[src/design/hctbp_fifo.sv]
// Two-entry command queue between the lookup front and the packing back end.
// Generic width; no package dependencies.
`default_nettype none

module hctbp_fifo #(
  parameter int unsigned Width = 8
) (
  input  wire logic             clk_i,
  input  wire logic             rst_ni,
  input  wire logic             wr_valid_i,
  input  wire logic [Width-1:0] wr_data_i,
  output logic                  full_o,
  input  wire logic             rd_pop_i,
  output logic                  empty_o,
  output logic [Width-1:0]      rd_data_o
);

  logic [Width-1:0] slot_q [2];
  logic             wr_ptr_q, wr_ptr_d;
  logic             rd_ptr_q, rd_ptr_d;
  logic [1:0]       count_q, count_d;
  logic             do_wr, do_rd;

  assign full_o    = (count_q == 2'd2);
  assign empty_o   = (count_q == 2'd0);
  assign rd_data_o = slot_q[rd_ptr_q];
  assign do_wr     = wr_valid_i && !full_o;
  assign do_rd     = rd_pop_i && !empty_o;

  always_comb begin
    wr_ptr_d = do_wr ? !wr_ptr_q : wr_ptr_q;
    rd_ptr_d = do_rd ? !rd_ptr_q : rd_ptr_q;
    count_d  = count_q + {1'b0, do_wr} - {1'b0, do_rd};
  end

  always_ff @(posedge clk_i or negedge rst_ni) begin
    if (!rst_ni) begin
      wr_ptr_q <= 1'b0;
      rd_ptr_q <= 1'b0;
      count_q  <= 2'd0;
    end else begin
      wr_ptr_q <= wr_ptr_d;
      rd_ptr_q <= rd_ptr_d;
      count_q  <= count_d;
    end
  end

  always_ff @(posedge clk_i) begin
    if (do_wr) begin
      slot_q[wr_ptr_q] <= wr_data_i;
    end
  end

endmodule

`default_nettype wire

[config.mk]
export PLATFORM = sky130hd
export DESIGN_NAME = hctbp_fifo
export DESIGN_NICKNAME = d
export VERILOG_FILES = /design/src/design/hctbp_fifo.sv
export SDC_FILE = /design/constraint.sdc
export NUM_CORES = 1
export LEC_CHECK = 0
export BUFFER_PORTS_ARGS = -buffer_cell sky130_fd_sc_hd__buf_2
export CORE_MARGIN = 5
export CORE_UTILIZATION = 30
export CTS_BUF_LIST = sky130_fd_sc_hd__clkbuf_4 sky130_fd_sc_hd__clkbuf_8 sky130_fd_sc_hd__clkbuf_16
export CTS_CLUSTER_SIZE = 24
export DETAILED_ROUTE_END_ITERATION = 6
export SLEW_MARGIN = 20
export SYNTH_ARGS = -nofsm -noshare
export SYNTH_HDL_FRONTEND = slang
export SYNTH_SLANG_ARGS = --single-unit
export TNS_END_PERCENT = 20
[constraint.sdc]
create_clock -name clk_i -period 2.1 [get_ports clk_i]
set_clock_uncertainty 0.2 [all_clocks]
set_input_delay 0.105 -clock clk_i [delete_from_list [all_inputs] [get_ports clk_i]]
set_output_delay 0.105 -clock clk_i [all_outputs]
set_load 0.02 [all_outputs]
==> summary.md <==
| Metric | Value |
|---|---|
| Setup CP Type | `flop to primary output` |
| Count of different cell masters after synthesis | `13` |
| CTS Buf Count | `3` |
| Hold Path Class | `flop to flop` |
| Synth Register Bits | `20` |
| Gpl congestion | `0.654` |
| Die area | `3700 um2` |
| Crit end category | `primary output` |
| Die X | `60.9 um` |
| Synth Area in Adders | `0.0323` |
| Commonest cells after routing, fill and taps aside | `buf_2 (21), edfxtp_1 (16), dlygate4sd3_1 (12)` |
| Final Max Slew Viols | `0` |
| Crit path max fanout | `9` |
| Synthesized area per cell | `18.0 um2` |
| Status | `finished clean` |
| First-pass GRT wire length | `2040 um` |
| Global route total overflow | `0` |
| Setup violators final | `0` |
| Switching share of total power | `0.344` |
| Row cnt | `18` |
| I/O pins | `22` |
| Initial cell density of the core | `0.313` |
| Data required, critical path | `1.79 ns` |
| Simple-gate share of the synthesized area | `0.0419` |
| Routed vias/inst | `4.12` |
| Net Sw Power | `0.448 mW` |
| Initial antenna violation count | `0` |
| Setup repair bufs after CTS | `0` |
| Fmax achieved | `0.580 GHz` |
| Worst VDD drop | `0.000736 V` |
| Mapped Area | `776 um2` |
| Post-Synthesis Cells | `43` |
| Commonest non-fill, non-tap cell in the layout | `buf_2` |
| Period utilisation layout | `0.821` |
| Fraction of layout instances using a drive strength above 1 | `0.425` |
| CTS resizes | `0` |
| Die height | `60.9 um` |
| Final nets | `95` |
| RSZ-0062 raised after global routing | `false` |
| Max-Cap Viols | `0` |
| Leakage power | `0.439 nW` |
| Relative slew slack | `0.734` |
| Worst-path clk slew | `0.11 ns` |
| Worst-Margin Slew | `0.399 ns` |
| Clock power frac | `0.139` |
| Compound-Gate Fraction of Synth Area | `0` |
| HPWL after detailed placement | `885 um` |
| CP Cell Sequence | `mux2_2 > buf_2` |
| Routed WL per cell | `11.5 um` |
| Int Power | `0.855 mW` |
| Synth Area in XOR/XNOR | `0.0452` |
| N_diodes | `0` |
| Final WS setup | `0.377 ns` |
| CP max-delay cell | `dfrtp_1` |
| Largest family of logic cells by synthesized area | `multiplexers` |
| Router iterations before antenna repair | `3` |
| H-tree depth | `1` |
| Drt drc | `0` |
| Proportion of synthesized area in mux cells | `0.116` |
| Overall Global Routing Usage | `0.0776` |
| Largest net degree at the start of global routing | `12` |
| Core Region | `2480 um2` |
| Fillers | `255` |
| Warnings from Yosys | `0` |
| Max clock buf depth | `2` |
| Final Core Density | `0.431` |
| WL final | `1270 um` |
| Post-synthesis sequential area ratio | `0.748` |
| Clock tree sinks | `20` |
| Largest stage delay on the critical path | `0.59 ns` |
| CP arrival | `1.42 ns` |
| Worst skew pair latency | `0.29 ns` |
| Sum of negative setup slack | `0 ns` |
| Min Tclk post-route | `1.72 ns` |
| Worst setup SP type | `flop` |
| Post-synth net total | `57` |
| Final hold vios | `0` |
| Worst slack at placement | `0.387 ns` |
| Area grow syn2layout | `37.6%` |
| Comb power frac | `0.382` |
| Clock Tree Root | `clkbuf_4` |
| Post-DRT Antenna Nets | `0` |
| Vias in the first global route | `485` |
| CTS tree | `built` |
| Reg power frac | `0.479` |
| Power Density | `1220 nW/um2` |
| DR iter-0 viols | `3` |
| Vias | `453` |
| Buffers on Ports | `21` |
==> final cells by class <==
type | instances | area [um2] | share of cell area
flip-flops and latches | 20 | 581 | 0.544
repair buffers | 34 | 233 | 0.218
multi-input cells | 20 | 183 | 0.171
well taps | 30 | 37.5 | 0.0352
clock buffers | 3 | 22.5 | 0.0211
inverters | 2 | 7.51 | 0.00703
clock inverters | 1 | 3.75 | 0.00352
==> state kept, by name, indices dropped and copies added (netlist names) <==
signal	count
count_q	2
wr_ptr_q	1
rd_ptr_q	1
slot_q	16
==> metrics by stage <==
stage / total power, mW / area (um2) / cells / hold WS (ns)
6_report: 1.30 / 1070 / 110 / 0.303
5_1_grt: 1.40 / 1070 / 110 / 0.312
4_1_cts: 1.33 / 1070 / 110 / 0.301
3_5_place_dp: 1.13 / 921 / 94 / -0.283
3_3_place_gp: 1.12 / 921 / 94 / -0.283
2_1_floorplan: 0.980 / 776 / 43 / -0.391
==> worst max-delay path, delay by kind of cell (launching register included) <==
family | cells | cell delay (ns)
flops | 1 | 0.59
mux | 1 | 0.38
buf+inv | 1 | 0.16
==> power groups by stage <==
stage / combinational (mW) / sequential [mW] / clock (mW)
2_1_floorplan: 0.387 / 0.593 / 0
3_3_place_gp: 0.487 / 0.634 / 0
3_5_place_dp: 0.494 / 0.637 / 0
4_1_cts: 0.511 / 0.629 / 0.191
5_1_grt: 0.552 / 0.641 / 0.208
6_report: 0.497 / 0.625 / 0.181
==> cell families (layout without fill, tap and decap cells) <==
family                     Yosys count  in the layout
xor gates and xnor gates             4              4
adders and majority gates            2              2
buffers and inverters                3             40
DFF                                 20             20
muxes                                8              8
and+or+nand+nor                      6              6
==> layer usage <==
| layer | global-route usage | vias up | wire length, um |
|---|---|---|---|
| met4 | 0.0372 | 0 | 6 |
| met5 | 0 | - | 0 |
| met1 | 0.0880 | 210 | 547 |
| met2 | 0.130 | 14 | 630 |
| li1 | - | 227 | - |
| met3 | 0.0277 | 2 | 85 |
==> repair_timing <==
action,4_1_cts,5_1_grt
endpoints found under the setup margin,0,0
hold buffers,12,0
hold endpoints to repair,22,0
==> path summary, 6_finish.rpt <==
| path | start | to | slack [ns] | cells past startpoint |
|---|---|---|---|---|
| worst max register to register | count_q[1]$_DFF_PN0_ | count_q[1]$_DFF_PN0_ | 0.38 | 7 |
| max in group asynchronous | rst_ni | rd_ptr_q$_DFFE_PN0P_ | 1.05 | 3 |
| min in group asynchronous | rst_ni | count_q[1]$_DFF_PN0_ | 0.48 | 3 |
| worst min register to register | wr_ptr_q$_DFFE_PN0P_ | wr_ptr_q$_DFFE_PN0P_ | 0.30 | 1 |
| worst min-delay path | wr_ptr_q$_DFFE_PN0P_ | wr_ptr_q$_DFFE_PN0P_ | 0.30 | 1 |
| worst max-delay path | rd_ptr_q$_DFFE_PN0P_ | rd_data_o[4] | 0.38 | 2 |
==> Yosys cell counts, drive strengths merged <==
cell    instances  area (um2)
and3            1        6.26
edfxtp         16         480
xnor2           3        26.3
xor2            1        8.76
nor2            2        7.51
mux2            8        90.1
nand2           1        3.75
inv             2        7.51
nor2b           1        8.76
buf             1        5.00
ha              2        25.0
dfrtp           4         100
nand2b          1        6.26
No activity file was read; power rests on OpenSTA's default activity.
