### src/design/hctbp_pkg.sv
// Shared types for the table-driven prefix-code packer.
// Item and result structs, item function codes, front-to-back command format.
// No dependencies.
`default_nettype none

package hctbp_pkg;

  localparam int unsigned ByteBits = 8;

  typedef enum logic [1:0] {
    FUNC_LOAD   = 2'd0,
    FUNC_ENCODE = 2'd1,
    FUNC_FLUSH  = 2'd2
  } func_e;

  typedef struct packed {
    logic [1:0]  func;
    logic [7:0]  symbol;
    logic [31:0] code_word;
    logic [5:0]  code_length;
  } item_t;

  typedef struct packed {
    logic [7:0] out_byte;
    logic [3:0] tail_bits;
    logic       is_last;
    logic       missing_code;
  } result_t;

  typedef enum logic [1:0] {
    CMD_ENCODE  = 2'd0,
    CMD_MISSING = 2'd1,
    CMD_FLUSH   = 2'd2
  } cmd_kind_e;

  // code bits are MSB-aligned nowhere: bit 0 is the first bit to pack
  typedef struct packed {
    cmd_kind_e   kind;
    logic [31:0] code;
    logic [5:0]  len;
  } cmd_t;

  typedef enum logic {
    BK_IDLE,
    BK_SHIFT
  } bk_state_e;

endpackage

`default_nettype wire

### src/design/hctbp_back.sv
// Back end: packs code bits MSB-first, at most one byte per cycle.
// Depends on hctbp_pkg; reads commands from the queue, drives the result register.
`default_nettype none

module hctbp_back (
  input  wire logic            clk_i,
  input  wire logic            rst_ni,
  input  wire logic            cmd_empty_i,
  input  wire hctbp_pkg::cmd_t cmd_i,
  output logic                 cmd_pop_o,
  output logic                 empty,
  input  wire logic            pop,
  output hctbp_pkg::result_t   result_o
);

  hctbp_pkg::bk_state_e state_q, state_d;

  logic [7:0]  pend_q, pend_d;
  logic [2:0]  cnt_q, cnt_d;
  logic [31:0] rem_bits_q, rem_bits_d;
  logic [5:0]  rem_len_q, rem_len_d;

  hctbp_pkg::result_t out_q, out_d;
  logic               out_valid_q;
  logic               out_free, emit;

  logic [3:0] room, k, sum, pos, off;
  logic [5:0] rem_after;
  logic [7:0] merged;
  logic       byte_done;

  assign out_free = !out_valid_q || pop;
  assign empty    = !out_valid_q;
  assign result_o = out_q;

  // take as many bits as fit in the pending byte
  always_comb begin
    room      = 4'(hctbp_pkg::ByteBits) - {1'b0, cnt_q};
    k         = (rem_len_q < {2'b0, room}) ? rem_len_q[3:0] : room;
    sum       = {1'b0, cnt_q} + k;
    byte_done = (sum == 4'(hctbp_pkg::ByteBits));
    rem_after = rem_len_q - {2'b0, k};
    merged    = pend_q;
    pos       = '0;
    off       = '0;
    for (int p = 0; p < 8; p++) begin
      pos = 4'(p);
      off = pos - {1'b0, cnt_q};
      if (pos >= {1'b0, cnt_q} && pos < sum) begin
        merged[3'(7 - p)] = rem_bits_q[{2'b0, off[2:0]}];
      end
    end
  end

  // next state
  always_comb begin
    state_d = state_q;
    case (state_q)
      hctbp_pkg::BK_IDLE: begin
        if (!cmd_empty_i && cmd_i.kind == hctbp_pkg::CMD_ENCODE) begin
          state_d = hctbp_pkg::BK_SHIFT;
        end
      end
      hctbp_pkg::BK_SHIFT: begin
        if ((!byte_done || out_free) && rem_after == '0) begin
          state_d = hctbp_pkg::BK_IDLE;
        end
      end
      default: state_d = hctbp_pkg::BK_IDLE;
    endcase
  end

  // datapath and outputs
  always_comb begin
    cmd_pop_o  = 1'b0;
    emit       = 1'b0;
    out_d      = out_q;
    pend_d     = pend_q;
    cnt_d      = cnt_q;
    rem_bits_d = rem_bits_q;
    rem_len_d  = rem_len_q;
    case (state_q)
      hctbp_pkg::BK_IDLE: begin
        if (!cmd_empty_i) begin
          case (cmd_i.kind)
            hctbp_pkg::CMD_ENCODE: begin
              cmd_pop_o  = 1'b1;
              rem_bits_d = cmd_i.code;
              rem_len_d  = cmd_i.len;
            end
            hctbp_pkg::CMD_MISSING: begin
              if (out_free) begin
                cmd_pop_o = 1'b1;
                emit      = 1'b1;
                out_d     = '{out_byte: 8'd0, tail_bits: 4'd8, is_last: 1'b1,
                              missing_code: 1'b1};
              end
            end
            hctbp_pkg::CMD_FLUSH: begin
              if (out_free) begin
                cmd_pop_o = 1'b1;
                emit      = 1'b1;
                out_d     = '{out_byte: pend_q,
                              tail_bits: (cnt_q == '0) ? 4'd8 : {1'b0, cnt_q},
                              is_last: 1'b1, missing_code: 1'b0};
                pend_d    = '0;
                cnt_d     = '0;
              end
            end
            default: ;
          endcase
        end
      end
      hctbp_pkg::BK_SHIFT: begin
        if (!byte_done || out_free) begin
          rem_bits_d = rem_bits_q >> k;
          rem_len_d  = rem_after;
          if (byte_done) begin
            // last result of the item when no further byte can complete
            emit   = 1'b1;
            out_d  = '{out_byte: merged, tail_bits: 4'd8,
                       is_last: (rem_after < 6'(hctbp_pkg::ByteBits)),
                       missing_code: 1'b0};
            pend_d = '0;
            cnt_d  = '0;
          end else begin
            pend_d = merged;
            cnt_d  = sum[2:0];
          end
        end
      end
      default: ;
    endcase
  end

  always_ff @(posedge clk_i or negedge rst_ni) begin
    if (!rst_ni) begin
      state_q     <= hctbp_pkg::BK_IDLE;
      pend_q      <= '0;
      cnt_q       <= '0;
      out_valid_q <= 1'b0;
      rem_len_q   <= '0;
    end else begin
      state_q   <= state_d;
      pend_q    <= pend_d;
      cnt_q     <= cnt_d;
      rem_len_q <= rem_len_d;
      if (emit) begin
        out_valid_q <= 1'b1;
      end else if (pop) begin
        out_valid_q <= 1'b0;
      end
    end
  end

  always_ff @(posedge clk_i) begin
    rem_bits_q <= rem_bits_d;
    out_q      <= out_d;
  end

  a_shift_has_bits: assert property (@(posedge clk_i) disable iff (!rst_ni)
    state_q == hctbp_pkg::BK_SHIFT |-> rem_len_q != '0)
    else $error("shift state with no bits left");

  a_pop_only_idle: assert property (@(posedge clk_i) disable iff (!rst_ni)
    cmd_pop_o |-> state_q == hctbp_pkg::BK_IDLE)
    else $error("command taken while packing");

  a_missing_form: assert property (@(posedge clk_i) disable iff (!rst_ni)
    out_valid_q && out_q.missing_code |->
      out_q.is_last && out_q.tail_bits == 4'd8 && out_q.out_byte == 8'd0)
    else $error("malformed missing-code result");

endmodule

`default_nettype wire

### config.mk
export PLATFORM = sky130hd
export DESIGN_NAME = hctbp_back
export DESIGN_NICKNAME = d
export VERILOG_FILES = /design/src/design/hctbp_pkg.sv /design/src/design/hctbp_back.sv
export SDC_FILE = /design/constraint.sdc
export NUM_CORES = 1
export LEC_CHECK = 0
export BUFFER_PORTS_ARGS = -buffer_cell sky130_fd_sc_hd__buf_2
export CAP_MARGIN = 30
export CORE_MARGIN = 5
export CORE_UTILIZATION = 40
export DETAILED_ROUTE_END_ITERATION = 7
export GPL_TIMING_DRIVEN = 0
export PLACE_DENSITY = 0.58
export SYNTH_ARGS = -nofsm -noshare
export SYNTH_HDL_FRONTEND = slang
export SYNTH_SLANG_ARGS = --single-unit
### constraint.sdc
create_clock -name clk_i -period 7 [get_ports clk_i]
set_clock_uncertainty 0.2 [all_clocks]
set_input_delay 1.05 -clock clk_i [delete_from_list [all_inputs] [get_ports clk_i]]
set_output_delay 1.05 -clock clk_i [all_outputs]
set_load 0.005 [all_outputs]
==> impl_metrics.toml, run 1 <==
[sta]
rsz0062_at_grt = "false"
layout_setup_ws_ns = 0.759
finalCriticalPeriod_ns = 6.24
slew_violations = 0
slew_headroom_pct = 36.3
finalHoldViolCount = 0
max_freq_mhz = 160
fin_setup_tns_ns = 0
min_period_over_period_pct = 89.2
setup_viol = 0
hold_ws_ns = 0.329
tightest_slew_ns = 0.953

[synth]
yosysWarnings = 0
synth_area_per_cell_um2 = 10.0
synth_cell_types = 65
synth_seq_cells = 57
seq_area_frac_synth_pct = 33.7
synth_edf_count = 42
ys.flop_type = "edfxtp_1"
syn_inst = 484
synth_area_um2 = 4860
synthArstFlopShare_pct = 26.3

[status]
status = "complete, no violations"

[detailed_routing]
drc = 0
drtPass1Iterations = 5
wl_per_cell_um = 19.8
wl_mm = 13.9
antenna_left = 0
drtIter0Drc = 419
routed_via_density = 5.88
vias = 4148

[grt]
antenna_found_initial = 0
grt_pass1_vias = 4295
gr-total-overflow = 0
grt.total_usage_pct = 19.8
grt_pass1_wl_mm = 22.2
grt_max_degree = 18

[die]
core_area_um2 = 12000
fp-row-count = 40
die_y_um = 120
initial_core_util_pct = 40.6
io_pins = 60
die_w_um = 120
fp.dieArea_um2 = 14500

[placed_design]
io_buffers = 55
pre_cts_slack_ns = 0.449
routabilityCongestion = 0.913
placed_cell_area_um2 = 5360
dp_hpwl_mm = 10.6

[finish]
final_common_cell = "mux2i_1"
syn_to_final_growth_pct = 17.4
design_area_um2 = 5710
drive_above_1_share_pct = 20.4
finalNetCount = 622
final_cell_mix = "mux2i_1, nand2_1, buf_2"
n_fill_cell = 1133
antenna_cells = 0

[critical_path]
start_kind = "register"
cp_max_fo = 17
cp.arrival_ns = 6.14
crit_family = "buffers and inverters"
cp.buffers_inverters = 7
crit_type = "reg2reg"
critPathMaxStageDelay_ns = 0.44
crit_chain = "clkbuf_2 > inv_1 > ha_1 > ha_1 > and3b_1 > nor4_4 > o21a_1 > mux2_2 > buf_6 > inv_4 > buf_2 > fa_1 > xor2_1 > nand3b_1 > o31ai_4 > a21boi_4 > inv_1 > buf_16"
slowest_stage = "dfrtp_1"
critPathCaptureType = "register"
required_ns = 6.90

[clock_network]
root_buffer = "clkbuf_16"
clock_latency_ns = 0.34
path_clk_slew_ns = 0.05
cts_buffers = 9
htreeDepth = 3
cts_buffer_depth = 2
cts.hold.buffers_added = 0
cts_sinks = 57
cts_tree = "yes"

[min_path]
hold_class = "reg2reg"

[flow_run]
drv_cap = 0
[area by class of cell]
cell class | instances | area (um2) | share of cell area, %
plain buffers | 28 | 151 | 2.65
well taps | 147 | 184 | 3.22
clock buffers | 11 | 243 | 4.25
multi-input cells | 379 | 3000 | 52.5
inverters | 23 | 88.8 | 1.56
flip-flops and latches | 57 | 1640 | 28.7
repair buffers | 56 | 303 | 5.31
clock inverters | 5 | 103 | 1.80
[path summary, 6_finish.rpt]
kind                            cells past startpoint  slack [ns]       from        endpoint
worst max-delay path                               18        0.76   cnt_q[0]  rem_bits_q[15]
worst min-delay path                                1        0.33  pend_q[1]       pend_q[1]
worst max register to register                     18        0.76   cnt_q[0]  rem_bits_q[15]
worst min register to register                      1        0.33  pend_q[1]       pend_q[1]
max in group asynchronous                           1        5.90     rst_ni       pend_q[0]
min in group asynchronous                           1        0.43     rst_ni    rem_len_q[0]
[synthesized netlist by cell type (5+ instances only)]
cell       number  area share [%]
inv_1          20             1.5
buf_1           5            0.39
mux2_2          5             1.2
ha_1           23             5.9
mux2i_1        70              14
o211ai_1        6            0.93
dfrtp_1        15             7.7
mux4_2         10             4.6
buf_4           7             1.1
mux2_4          5             1.5
a21oi_1        17             1.8
o22ai_1        21             2.7
nand3_1        16             1.6
a31oi_1         5            0.64
edfxtp_1       42              26
o2bb2ai_1       9             1.6
clkbuf_1       11            0.85
a22o_1          7             1.3
xor2_1          8             1.4
o221ai_1       10             1.8
nor3_1          9            0.93
nand2_1        59             4.6
o21ai_0        17             1.8
nor2_1         21             1.6
[metrics by stage]
| stage | cells | util [%] |
|---|---|---|
| 2_1_floorplan | 487 | - |
| 3_3_place_gp | 689 | 44.6 |
| 3_5_place_dp | 690 | 44.8 |
| 4_1_cts | 706 | 47.7 |
| 5_1_grt | 706 | 47.7 |
| 6_report | 706 | 47.7 |
[flip-flops by register name, summed over array words and instances (netlist names)]
name	flops
rem_len_q	6
out_valid_q	1
pend_q	4
rem_bits_q	32
state_q	1
result_o	10
cnt_q	3
[cells by family (layout without fill, tap and decap cells)]
group / count (synthesis) / after routing / synth area share (%)
simple gates: 129 / 129 / 12.4
compound gates: 119 / 119 / 17.8
mux: 91 / 91 / 22.3
flops: 57 / 57 / 33.7
buf+inv: 51 / 123 / 4.92
fa+ha+maj: 24 / 24 / 6.33
xor+xnor: 12 / 12 / 2.55
other cells: 1 / 4 / 0.0771
[what timing repair did]
action,CTS,global route
gates resized for setup,0,1
buffers inserted,0,0
endpoints found under the setup margin,0,17
[routing by layer]
metal  GRT usage, %  part of all wire [%]
met1           24.1                    43
met2           33.8                    49
met3           5.19                   6.8
met4           7.01                   1.6
met5              0                     0
Power of run 1 is left out: the tool's default activity adds up to more than one toggle a clock period on the data nets, which glitch-free logic cannot reach.
==> inputs of run 2 (changes only) <==
Settings changed: ABC_AREA set to 1, CTS_BUF_LIST set to sky130_fd_sc_hd__clkbuf_8.
==> run 2 against run 1 <==
- maximum frequency is 5.8% higher
- register-to-register slack better by 0.34 ns
- critical path depth rose by 3
- die area rose by 0.55%
- worst setup slack improved by 0.34 ns
- utilization shrank 1.5 points
- cell area shrank 2.8%
- final cell count grew 33%
- sequential share of layout area grew 0.82 points
- via count increased by 24%
- first-iteration DRC count increased by 16%
- critical path type unchanged
- critical endpoint is now rem_bits_q[0]
==> impl_metrics.toml, run 2 <==
[status]
status = "complete, no violations"

[detailed_routing]
antenna_left = 0
drtIter0Drc = 488
drc = 0
vias = 5129
wl_per_cell_um = 16.5
drtPass1Iterations = 5
wl_mm = 15.5
routed_via_density = 5.44

[clock_network]
cts_tree = "yes"
htreeDepth = 3
path_clk_slew_ns = 0.08
cts_resized = 0
root_buffer = "clkbuf_8"
cts_buffers = 9
cts_buffer_depth = 2
clock_latency_ns = 0.37
cts_sinks = 57
post_cts_buffers = 0
cts.hold.buffers_added = 0

[sta]
min_period_over_period_pct = 84.3
layout_setup_ws_ns = 1.10
rsz0062_at_grt = "false"
setup_viol = 0
max_freq_mhz = 169
finalCriticalPeriod_ns = 5.90
slew_violations = 0
finalHoldViolCount = 0
fin_setup_tns_ns = 0
slew_headroom_pct = 35.9
tightest_slew_ns = 0.959

[synth]
seq_area_frac_synth_pct = 33.5
synth_most_common_cell = "nand2_1"
synth_top_area_cell = "edfxtp_1"
synth_top_family_by_area = "simple AND/OR/NAND/NOR gates"
synth_compound_area_share_pct = 7.68
synth_area_per_cell_um2 = 6.79
synth_area_um2 = 4890
synthAdderAreaFrac_pct = 6.29
synth_edf_count = 42
synth_top_area_share_pct = 25.8
yosysWarnings = 0
synth_area_leaders = "edfxtp_1, nand3_1, nand2_1"
synth_cell_types = 39
ys.flop_type = "edfxtp_1"
synth-xor-area-share_pct = 0.716
synth_common_cells = "nand2_1, nand3_1, inv_1, edfxtp_1, nor2_1"
synthArstFlopShare_pct = 26.3
syn_inst = 720
synth_seq_cells = 57
synthMuxAreaShare_pct = 0
synth_simple_gate_area_share_pct = 42.1

[grt]
antenna_found_initial = 0
use_met3_pct = 4.77
grtUsageMet1_pct = 30.0
grt.total_usage_pct = 21.9
grt_pass1_vias = 4839
grt_max_degree = 39
grt_busiest_layer = "met2"
grt_pass1_wl_mm = 24.8
grtUsageMet2_pct = 33.9
gr-total-overflow = 0

[die]
fp.dieArea_um2 = 14500
initial_core_util_pct = 40.7
fp-row-count = 40
die_w_um = 121
die_y_um = 121
io_pins = 60
core_area_um2 = 12000

[finish]
seqCellArea_um2 = 1640
largest_reg_flops = 32
design_area_um2 = 5550
n_fill_cell = 1268
drive_above_1_share_pct = 14.5
finalNetCount = 858
final_common_cell = "nand2_1"
antenna_cells = 0
syn_to_final_growth_pct = 13.5
regMostFlops = "rem_bits_q"
multi_input_area_um2 = 2790
final_cell_mix = "nand2_1, nand3_1, inv_1"
final_cell_count_no_fill = 942

[placed_design]
pre_cts_slack_ns = 1.12
io_buffers = 55
post-place-cells = 925
placed_cell_area_um2 = 5360
dp_hpwl_mm = 12.1
routabilityCongestion = 0.901

[critical_path]
rr_worst_depth = 21
critPathMaxStageDelay_ns = 0.57
start_kind = "register"
critPathCaptureType = "register"
timing.rr.end = "rem_bits_q[0]"
cp_max_fo = 38
required_ns = 6.88
cp.arrival_ns = 5.78
slowest_stage = "dfrtp_1"
crit_start = "cnt_q[1]"
crit_chain = "inv_1 > ha_1 > inv_1 > ha_1 > nand2_1 > nand2_1 > nand2_2 > nand2_4 > buf_8 > o21ai_2 > buf_2 > ha_1 > inv_1 > fa_1 > inv_1 > nor3_1 > nand3_2 > o21ai_2 > nand2_2 > inv_2 > a31oi_1"
cpMostUsedCell = "inv_1"
crit_type = "reg2reg"
r2r_setup_slack_ns = 1.10
r2r-start = "cnt_q[1]"

[min_path]
worstHoldStart = "pend_q[2]"
holdPathStages = 2
hold_class = "reg2reg"
min_to = "pend_q[2]"

[flow_run]
drv_cap = 0
run 2: cell count changes after synthesis, moves of 7 or more:
cell	before	now
nand2_1	59	227
nand3_1	16	184
mux2i_1	70	0
inv_1	20	69
o22ai_1	21	0
mux4_2	10	0
o221ai_1	10	0
nand4_1	2	11
o2bb2ai_1	9	0
a22o_1	7	0
nor3_1	9	2
run 2: kinds of logic (layout without fill, tap and decap cells):
| family | Yosys count | after routing |
|---|---|---|
| and+or+nand+nor | 464 | 464 |
| buffers and inverters | 110 | 182 |
| AOI/OAI and AO/OA | 60 | 60 |
| DFF | 57 | 57 |
| adders and majority gates | 24 | 24 |
| xor gates and xnor gates | 4 | 4 |
| other | 1 | 4 |
run 2: worst max-delay path: cells and delay by family, from the launching register on:
kind                       cells  cell delay [ns]
adders and majority gates      4             1.53
buffers and inverters          7             1.39
and+or+nand+nor                7             1.39
DFF                            1             0.57
AOI/OAI and AO/OA              3             0.49
run 2: area by class of cell:
cell class / count / area share [%]
clock inverters: 7 / 1.01
inverters: 75 / 5.07
clock buffers: 9 / 2.23
multi-input cells: 556 / 50.3
repair buffers: 56 / 5.10
flip-flops and latches: 57 / 29.5
plain buffers: 35 / 3.45
well taps: 147 / 3.32
run 2: metal layers:
layer  part of all wire, %  vias up
met5                     0        -
met1                    46     2363
met4                   2.5        0
met2                    45      184
met3                   6.7       29
li1                      -     2553
run 2: worst max path at each step:
stage          slack, ns            end  depth (start not counted)
6_report            1.10  rem_bits_q[0]                         21
2_1_floorplan       2.30  rem_bits_q[0]                         21
4_1_cts             1.07  rem_bits_q[0]                         21
3_3_place_gp        1.08  rem_bits_q[0]                         21
3_5_place_dp        1.12  rem_bits_q[1]                         21
5_1_grt             0.56  rem_bits_q[1]                         21
run 2: stage by stage:
| stage | hold WS, ns | util [%] |
|---|---|---|
| after floorplan | 0.271 | - |
| after global placement | 0.291 | 44.6 |
| after detailed placement | 0.304 | 44.6 |
| after CTS | 0.324 | 46.1 |
| after global routing | 0.354 | 46.2 |
| final | 0.321 | 46.2 |
Power of run 2 is left out for the same reason.
==> inputs of run 3 (changes only) <==
Clock period 7 ns to 6.2 ns, I/O delays scaled along.
==> run 3 against run 2 <==
- utilization is essentially flat
- global-route usage is the same
- count of clock-buffer cells in the layout is the same
- register-to-register slack lost 0.50 ns
- first-iteration DRC count grew 1.2%
- sequential share of layout area is essentially flat
- die area is the same
- non-clock buffer count is the same
- flip-flop and latch count is the same
- final cell count is the same
- maximum frequency grew 5.4%
- worst setup slack lost 0.50 ns
==> impl_metrics.toml, run 3 (synthesized netlist as in run 2, its figures left out) <==
[status]
status = "complete, no violations"

[min_path]
hold_class = "in2async"

[clock_network]
clock_latency_ns = 0.37
root_buffer = "clkbuf_8"
post_cts_buffers = 0
path_clk_slew_ns = 0.08
cts_tree = "yes"
cts_buffers = 9
cts.hold.buffers_added = 0
htreeDepth = 3
cts_buffer_depth = 2
cts_sinks = 57

[detailed_routing]
wl_per_cell_um = 16.5
drtIter0Drc = 494
routed_via_density = 5.46
drtPass1Iterations = 5
antenna_left = 0
wl_mm = 15.5
vias = 5142
drc = 0

[critical_path]
crit_type = "reg2reg"
critPathCaptureType = "register"
crit_start = "cnt_q[1]"
required_ns = 6.08
start_kind = "register"
r2r_setup_slack_ns = 0.60
rr_worst_depth = 21
r2r-start = "cnt_q[1]"
cp_max_fo = 38
cp.arrival_ns = 5.47

[sta]
slew_headroom_pct = 50.7
min_period_over_period_pct = 90.3
finalCriticalPeriod_ns = 5.60
max_freq_mhz = 179
rsz0062_at_grt = "false"
finalHoldViolCount = 0
tightest_slew_ns = 0.739
slew_violations = 0
fin_setup_tns_ns = 0
setup_viol = 0

[finish]
n_fill_cell = 1267
syn_to_final_growth_pct = 13.6
final_cell_mix = "nand2_1, nand3_1, inv_1"
final_common_cell = "nand2_1"
antenna_cells = 0
regMostFlops = "rem_bits_q"
largest_reg_flops = 32
finalNetCount = 858
drive_above_1_share_pct = 14.5
fin_util_pct = 46.2
final_cell_count_no_fill = 942
design_area_um2 = 5550

[flow_run]
drv_cap = 0

[placed_design]
io_buffers = 55
routabilityCongestion = 0.901
post-place-cells = 925
dp_hpwl_mm = 12.1
placed_cell_area_um2 = 5360

[die]
die_y_um = 121
io_pins = 60
initial_core_util_pct = 40.7
fp.dieArea_um2 = 14500
fp-row-count = 40
core_area_um2 = 12000
die_w_um = 121

[grt]
grt.total_usage_pct = 21.9
gr-total-overflow = 0
antenna_found_initial = 0
grt_pass1_wl_mm = 24.8
grt_pass1_vias = 4839
grt_max_degree = 39
-- run 3: layout make-up --
class	instances	area (um2)	area share, %
inverter	75	282	5.07
buffer	35	191	3.45
timing repair buffer	56	283	5.09
clock inverter	7	56.3	1.01
sequential	57	1640	29.5
tap	147	184	3.31
clock buffer	9	124	2.23
multi-input combinational	556	2800	50.4
-- run 3: critical path, cell delays in order, from the launching register on --
cell	delay (ns)
dfrtp_1	0.57
inv_1	0.27
ha_1	0.49
inv_1	0.20
ha_1	0.31
nand2_1	0.07
nand2_1	0.06
nand2_2	0.10
nand2_4	0.07
buf_8	0.15
o21ai_2	0.16
buf_2	0.28
ha_1	0.19
inv_1	0.06
fa_1	0.54
inv_1	0.08
nor3_1	0.30
nand3_2	0.23
o21ai_2	0.24
nand2_4	0.34
inv_2	0.26
a31oi_1	0.12
-- run 3: path summary, 6_finish.rpt --
kind                                  to
min in group clk_i             pend_q[2]
max in group asynchronous        state_q
max reg2reg                rem_bits_q[1]
min reg2reg                    pend_q[2]
max                        rem_bits_q[1]
min                             cnt_q[1]
-- run 3: metrics by stage --
step           setup WS [ns]  hold slack, ns
3_5_place_dp           0.321           0.304
3_3_place_gp           0.284           0.291
5_1_grt                0.110           0.292
6_report               0.601           0.267
4_1_cts                0.268           0.260
2_1_floorplan           1.50           0.271
-- run 3: what timing repair did --
action | CTS | global route
endpoints found under the hold margin | 0 | 0
endpoints found under the setup margin | 0 | 5
gates resized for setup | 0 | 1
-- run 3: per-layer routing --
layer  up-vias  global-route usage, %  share of wire, %
met4         0                   8.36               2.5
met2       182                   33.9                44
met3        29                   4.77               6.6
met1      2376                   30.0                47
li1       2555                      -                 -
met5         -                      0                 0
Power of run 3 is left out for the same reason.
